===== config.mk =====
export PLATFORM = sky130hd
export DESIGN_NAME = palt_queue
export DESIGN_NICKNAME = d
export VERILOG_FILES = /design/src/hw/rtl/palt_pkg.sv /design/src/hw/rtl/palt_queue.sv
export SDC_FILE = /design/constraint.sdc
export NUM_CORES = 1
export LEC_CHECK = 0
export BUFFER_PORTS_ARGS = -buffer_cell sky130_fd_sc_hd__buf_2
export CELL_PAD_IN_SITES_DETAIL_PLACEMENT = 1
export CELL_PAD_IN_SITES_GLOBAL_PLACEMENT = 1
export CORE_ASPECT_RATIO = 0.75
export CORE_MARGIN = 5
export CORE_UTILIZATION = 44
export DETAILED_ROUTE_END_ITERATION = 10
export PLACE_DENSITY_LB_ADDON = 0.05
export SLEW_MARGIN = 30
export SYNTH_ARGS = -nofsm -noshare
export SYNTH_HDL_FRONTEND = slang
export SYNTH_SLANG_ARGS = --single-unit

===== constraint.sdc =====
create_clock -name clk -period 6.06 [get_ports clk]
set_clock_uncertainty 0.15 [all_clocks]
set_input_delay 0.303 -clock clk [delete_from_list [all_inputs] [get_ports clk]]
set_output_delay 0.303 -clock clk [all_outputs]
set_load 0.01 [all_outputs]

===== src/hw/rtl/palt_pkg.sv =====
package palt_pkg;

  localparam int TABLE_DEPTH = 64;
  localparam int IDX_W = $clog2(TABLE_DEPTH);
  localparam int CNT_W = $clog2(TABLE_DEPTH + 1);
  localparam int QUEUE_DEPTH = 2;
  localparam int QPTR_W = $clog2(QUEUE_DEPTH);
  localparam int QCNT_W = $clog2(QUEUE_DEPTH + 1);

  localparam logic [1:0] OP_OBSERVE = 2'd0;
  localparam logic [1:0] OP_READ    = 2'd1;
  localparam logic [1:0] OP_CLEAR   = 2'd2;

  localparam logic [2:0] ST_UPDATED  = 3'd0;
  localparam logic [2:0] ST_INSERTED = 3'd1;
  localparam logic [2:0] ST_DROPPED  = 3'd2;
  localparam logic [2:0] ST_READ_OK  = 3'd3;
  localparam logic [2:0] ST_RANGE    = 3'd4;
  localparam logic [2:0] ST_CLEARED  = 3'd5;

  typedef struct packed {
    logic [1:0]        operation;
    logic [47:0]       peer_address;
    logic signed [7:0] signal_strength;
    logic [31:0]       time_ms;
    logic [IDX_W-1:0]  read_index;
  } item_t;

endpackage


===== src/hw/rtl/palt_queue.sv =====
module palt_queue
  import palt_pkg::*;
(
  input  logic  clk,
  input  logic  rst,
  input  logic  push,
  input  item_t push_item,
  input  logic  pop,
  output logic  full,
  output logic  not_empty,
  output item_t head
);

  item_t             slots [QUEUE_DEPTH];
  logic [QPTR_W-1:0] wptr;
  logic [QPTR_W-1:0] rptr;
  logic [QCNT_W-1:0] count;

  assign full      = (count == QCNT_W'(QUEUE_DEPTH));
  assign not_empty = (count != '0);
  assign head      = slots[rptr];

  always_ff @(posedge clk) begin
    if (push) begin
      slots[wptr] <= push_item;
    end
  end

  always_ff @(posedge clk) begin
    if (rst) begin
      wptr  <= '0;
      rptr  <= '0;
      count <= '0;
    end else begin
      if (push) begin
        wptr <= (wptr == QPTR_W'(QUEUE_DEPTH - 1)) ? '0 : wptr + 1'b1;
      end
      if (pop) begin
        rptr <= (rptr == QPTR_W'(QUEUE_DEPTH - 1)) ? '0 : rptr + 1'b1;
      end
      case ({push, pop})
        2'b10:   count <= count + 1'b1;
        2'b01:   count <= count - 1'b1;
        default: count <= count;
      endcase
    end
  end

endmodule


# [Yosys cells after proc, flatten, opt, wreduce, memory -nomap -nowiden]
# Memory sizes are Yosys's and may differ from the RTL's. A register that Yosys moved wholly into a read port is not among the register bits.
# Cells that the tools add are included.
[totals] ff_bits=4 latchBits=0 ramBits=192 romBits=0 input_bits=100 wordCells=20 memories=1
[mem_list] memory="slots" words=2 word_bits=96 read_ports=1 rd_ports_with_merged_regs=1 wr=1 line_no="palt_queue.sv:14" rtl="item_t slots [QUEUE_DEPTH];"
[op_classes] addsub=4 multipliers=0 div=0 order_cmp=0 eq_ne=3 shifts=0 mux=7 bitwise=0 reduce_logical=2
[op_table] cell="1-bit 2-to-1 mux" n=6
[op_table] cell="2-bit == test, second input constant" n=2
[op_table] cell="2-bit case mux with 2 select lines" n=1
[op_table] cell="2-bit nonzero test" n=2
[op_table] cell="1-bit adder, second input constant" n=2
[op_table] cell="2-bit by 1-bit adder with 2-bit output, second input constant" n=1
[op_table] cell="2-bit by 1-bit == test with 1-bit output, second input constant" n=1
[op_table] cell="2-bit by 1-bit subtractor with 2-bit output, second input constant" n=1

# [Depth between registers and ports, before layout]
# Gate-level depths: netlist (run 1).
[logic_depth] ltp_word=4 ltp_mapped=5 mapped_depth_nobuf=5

# [Worst setup path after synthesis (run 1)]
# No wires, ideal clock.
[synth_timing] path_type="input-to-reg" from="input port push" to="memory slots[0][0] (netlist name), enable pin" setup_ps=554 arrival_ps=4384 slack_ps=972 cell_stages=2 cell_sequence="inv_1 -> nor2_1"
[synth_between] elab_chain_len=2
[synth_rtl] element="from (decl)" line_no="palt_queue.sv:6" rtl="input logic push,"
[synth_rtl] element="1-bit 2-to-1 mux" line_no="palt_queue.sv:24" rtl="if (push) begin"
[synth_rtl] element="1-bit 2-to-1 mux (not written as such)" line_no="palt_queue.sv:25" rtl="slots[wptr] <= push_item;"
[synth_rtl] element="to (decl)" line_no="palt_queue.sv:14"
# No other way between the ends.

==> out/results.ini, run 1 <==
[grt]
overflow=0
grt_pass1_wl_um=25000
grt.met1_usage_pct=20.5
grt_use_total_pct=17.4
grt_use_met3_pct=4.24
use_met2_pct=31.0
grt.busiest_layer=met2
grt_max_degree=55
grt_pass1_vias=4653
antenna_found_initial=0

[sta]
clock.fmax_mhz=319
slew_viol_final=0
max_slew.worst_pin.slew_ns=0.791
slew_headroom_pct=47.3
min_period_ns=3.13
hold_ws_ns=0.0447
fin_ws_ns=2.93
hold_viol_final=0
finalSetupViolations=0
fin_setup_tns_ns=0
rsz0062_at_grt=no
period_share_pct=51.7

[synth]
synth_area_um2=7290
ys_ff_latch=197
avgSynthCellArea_um2=22.7
ys_seq_area_share_pct=80.5
yosys_warnings=0
synth.distinct_cells=17
syn_inst=321
syn_nets=422

[clock_network]
cts_buffers=17
cts_sinks=197
htree_levels=4
cts_buffer_depth=2
clkTransAtPathRegs_ns=0.06
clk_latency_ns=0.42
cts_tree=done
post_cts_resized=0
cts_setup_buffers=0
holdBufCountCts=98
root_buffer=clkbuf_16

[cells_and_area]
final_cell_mix=197 x buf_2, 192 x edfxtp_1, 98 x dlygate4sd3_1, 56 x mux2_2, 40 x mux2_4
num-fill-cells=1458
layout_commonest_cell=buf_2
multiInputGateArea_um2=1350
antenna_cells=0
area_delta_synth_final_pct=38.8
nets=729
ff_latch_area_um2=5870
final_core_util_pct=62.8
layout-drive-gt1-share_pct=51.5

[place]
portBuffers=197
globalplace.congestion=0.754
dp_slack_ns=3.33
place_hpwl_um=9980

[die]
start_util_pct=45.2
rows=40
die_y_um=121
ios=198
die_x_um=159
core_um2=16100
die-area_um2=19300

[worst_setup_path]
crit_type=reg2out
critPathArrivalTime_ns=2.68
r2r_start=wptr
end_kind=output pin
cp_max_fo=54
start_kind=register
crit_required_ns=5.61

[status]
outcome=completed

[flow_run]
max_cap_viol_count=0

[drt]
drc=0
antenna_left=0
wl_per_cell_um=19.0
viasPerCell=4.72
dr.pass1.iters=4
num_vias=4017
drtIter0Drc=321
routed_wl_um=16200

[power_and_ir_drop]
total_leakage_power_nw=3.92
power.internal_mw=2.53
combPwrFrac_pct=12.1
totalPowerFinal_mw=3.23
clock_power_share_pct=37.5
ir_drop_mv=0.247
switching_share_pct=21.5
p_sw_uw=695
pwr-share-seq_pct=50.4
p_per_area_nw_per_um2=319

[min_path]
min_path_type=in2reg
hp-start=pop

==> final timing paths <==
check                 end  slack (ns)  cells after the start
min reg2reg          rptr        0.37                      2
min                  rptr        0.04                      3
max              head[23]        2.93                      3
max reg2reg  slots[1][71]        3.74                      2
==> routing by layer <==
metal	vias up	wire, um
li1	1887	-
met1	1984	6500
met2	131	8530
met3	15	964
met4	0	214
met5	-	0
==> cell usage after synthesis <==
| library cell | instances | area (um^2) |
|---|---|---|
| inv_1 | 1 | 3.75 |
| buf_6 | 5 | 56.3 |
| xor2_1 | 1 | 8.76 |
| and2_1 | 1 | 6.26 |
| or2_2 | 1 | 6.26 |
| o21ai_0 | 1 | 5.00 |
| edfxtp_1 | 192 | 5770 |
| dfxtp_1 | 5 | 100 |
| xnor2_1 | 3 | 26.3 |
| or3_1 | 1 | 6.26 |
| a21oi_1 | 1 | 5.00 |
| ha_1 | 1 | 12.5 |
| mux2_2 | 56 | 631 |
| mux2_4 | 40 | 601 |
| nor2_1 | 5 | 18.8 |
| and2b_2 | 1 | 8.76 |
| buf_2 | 6 | 30.0 |
==> flip-flops by register name, indices dropped and copies added, names as in the netlist, named ones only <==
register  flops
count         2
rptr          1
slots       192
wptr          1
==> stage by stage <==
stage | instances | instance area [um^2]
6_report | 851 | 10100
5_1_grt | 851 | 10100
4_1_cts | 851 | 10100
3_5_place_dp | 721 | 8500
3_3_place_gp | 721 | 8500
2_1_floorplan | 321 | 7290
==> logic make-up (layout without fill, tap and decap cells) <==
| group | after synthesis | count (layout) | synth area share, % |
|---|---|---|---|
| compound gates | 2 | 2 | 0.137 |
| xor+xnor | 4 | 4 | 0.481 |
| fa+ha+maj | 1 | 1 | 0.172 |
| buf+inv | 12 | 332 | 1.24 |
| flops | 197 | 197 | 80.5 |
| mux | 96 | 96 | 16.9 |
| simple gates | 9 | 9 | 0.635 |
==> final cells by class <==
class	instances	share of cell area (%)
Sequential cell	197	58.0
Timing Repair Buffer	299	19.7
Multi-Input combinational cell	112	13.3
Clock buffer	20	4.32
Tap cell	210	2.60
Clock inverter	12	1.99
Inverter	1	0.0371
==> worst max-delay path, cell delays in order, from the launching register on <==
cell and delay (ns):
dfxtp_4 0.86, buf_4 0.72, mux2_2 0.44, buf_2 0.15
==> power by group through the flow <==
| stage | Combinational, mW | Clock [mW] | Sequential, mW |
|---|---|---|---|
| 4_1_cts | 0.395 | 1.25 | 1.63 |
| 3_3_place_gp | 0.336 | 0 | 1.65 |
| 6_report | 0.390 | 1.21 | 1.63 |
| 5_1_grt | 0.421 | 1.31 | 1.63 |
| 3_5_place_dp | 0.341 | 0 | 1.66 |
| 2_1_floorplan | 0.211 | 0 | 1.64 |
Note: power is estimated with default switching activity, not from simulation.
==> run 2: changes to the inputs <==
CORE_UTILIZATION = 40   (was 44)
clock period = 2.75 ns   (was 6.06 ns; I/O delays follow)
==> out/results.ini, run 2 (synthesis results as in run 1) <==
[cells_and_area]
num-fill-cells=1690
layout_commonest_cell=buf_2
ff_latch_area_um2=5870
final_area_um2=10200
multiInputGateArea_um2=1350
antenna_cells=0
nets=736
regMostFlops=slots
layout-drive-gt1-share_pct=52.1
reg_top3=slots x192, count x2
final_cell_mix=197 x buf_2, 192 x edfxtp_1, 100 x dlygate4sd3_1, 56 x mux2_2, 40 x mux2_4
largest_reg_flops=192
area_delta_synth_final_pct=39.7

[clock_network]
cts_sinks=197
cts_buffers=17
htree_levels=4
clk_latency_ns=0.42
cts_buffer_depth=2
root_buffer=clkbuf_16
clkTransAtPathRegs_ns=0.07
cts_tree=done
post_cts_resized=0
cts_setup_buffers=0

[grt]
grt_use_total_pct=15.1
grt_max_degree=56
grt_pass1_wl_um=24500
overflow=0
antenna_found_initial=0
grt_pass1_vias=4473

[sta]
slew_viol_final=0
min_period_ns=2.27
rsz0062_at_grt=no
slew_headroom_pct=49.1
clock.fmax_mhz=441
period_share_pct=82.4
max_slew.worst_pin.slew_ns=0.764
hold_viol_final=0
fin_setup_tns_ns=0
finalSetupViolations=0

[drt]
drc=0
antenna_left=0
dr.pass1.iters=4
routed_wl_um=15800
drtIter0Drc=164
wl_per_cell_um=17.7
viasPerCell=4.52
num_vias=4018

[worst_setup_path]
start_kind=register
cp_slowest_cell=dfxtp_4
critPathArrivalTime_ns=1.98
crit_required_ns=2.46
cp_max_fo=33
crit_chain=buf_12 -> mux2_2 -> buf_2
cpPeakStageDelay_ns=0.70
end_kind=output pin
crit_type=reg2out

[status]
outcome=completed

[die]
core_um2=17800
start_util_pct=41.0
die-area_um2=21100
rows=42
ios=198
die_x_um=166
die_y_um=127

[power_and_ir_drop]
total_leakage_power_nw=3.94
ir_drop_mv=0.454
p_per_area_nw_per_um2=671

[place]
place_hpwl_um=10500
globalplace.congestion=0.725
dpl_cell_area_um2=8610
portBuffers=197

[min_path]
min_path_type=in2reg

[flow_run]
max_cap_viol_count=0

## run 2: final cells by class
type | instances | area share [%]
well taps | 242 | 2.97
repair buffers | 306 | 20.5
multi-input cells | 112 | 13.2
inverters | 1 | 0.0369
clock buffers | 17 | 4.18
flip-flops and latches | 197 | 57.6
clock inverters | 14 | 1.41
## run 2: path summary, 6_finish.rpt
path	start	to	slack, ns	depth (start not counted)
worst max register to register	wptr	slots[1][72]	0.99	2
worst max-delay path	register	head[34]	0.48	3
worst min-delay path	push_item[25]	slots[1][25]	0.28	2
worst min register to register	count[1]	count[1]	0.37	2
## run 2: per-layer routing
layer	GRT usage [%]	up-vias	share of wire [%]
met4	4.12	0	1.5
met3	5.41	21	6.0
met1	18.5	1970	43
li1	-	1903	-
met5	0	-	0
met2	25.7	124	50
## run 2: critical path: cells and delay by family (launching register included)
| kind | cells | cell delay, ns |
|---|---|---|
| mux | 1 | 0.37 |
| buf+inv | 2 | 0.45 |
| flops | 1 | 0.70 |
## run 2: per-stage QoR
| step | setup slack (ns) | hold slack (ns) | utilization [%] | std cells | total power [mW] |
|---|---|---|---|---|---|
| 6_report | 0.485 | 0.285 | 57.3 | 889 | 6.83 |
| 5_1_grt | 0.384 | 0.253 | 57.3 | 889 | 7.15 |
| 3_3_place_gp | 0.922 | 0.174 | 48.5 | 758 | 4.40 |
| 3_5_place_dp | 0.894 | 0.179 | 48.5 | 758 | 4.42 |
| 4_1_cts | 0.432 | 0.252 | 57.3 | 889 | 6.93 |
| 2_1_floorplan | 0.413 | 0.0566 | - | 321 | 4.07 |
## run 2: repair_timing
item | in CTS | in global routing
hold buffers | 100 | 0
endpoints found under the hold margin | 197 | 0
endpoints found under the setup margin | 0 | 0
## run 2: where the power goes
part	switching, mW	internal [mW]	total, mW
registers	0.0713	3.50	3.57
logic	0.406	0.477	0.883
clock network	1.10	1.27	2.38
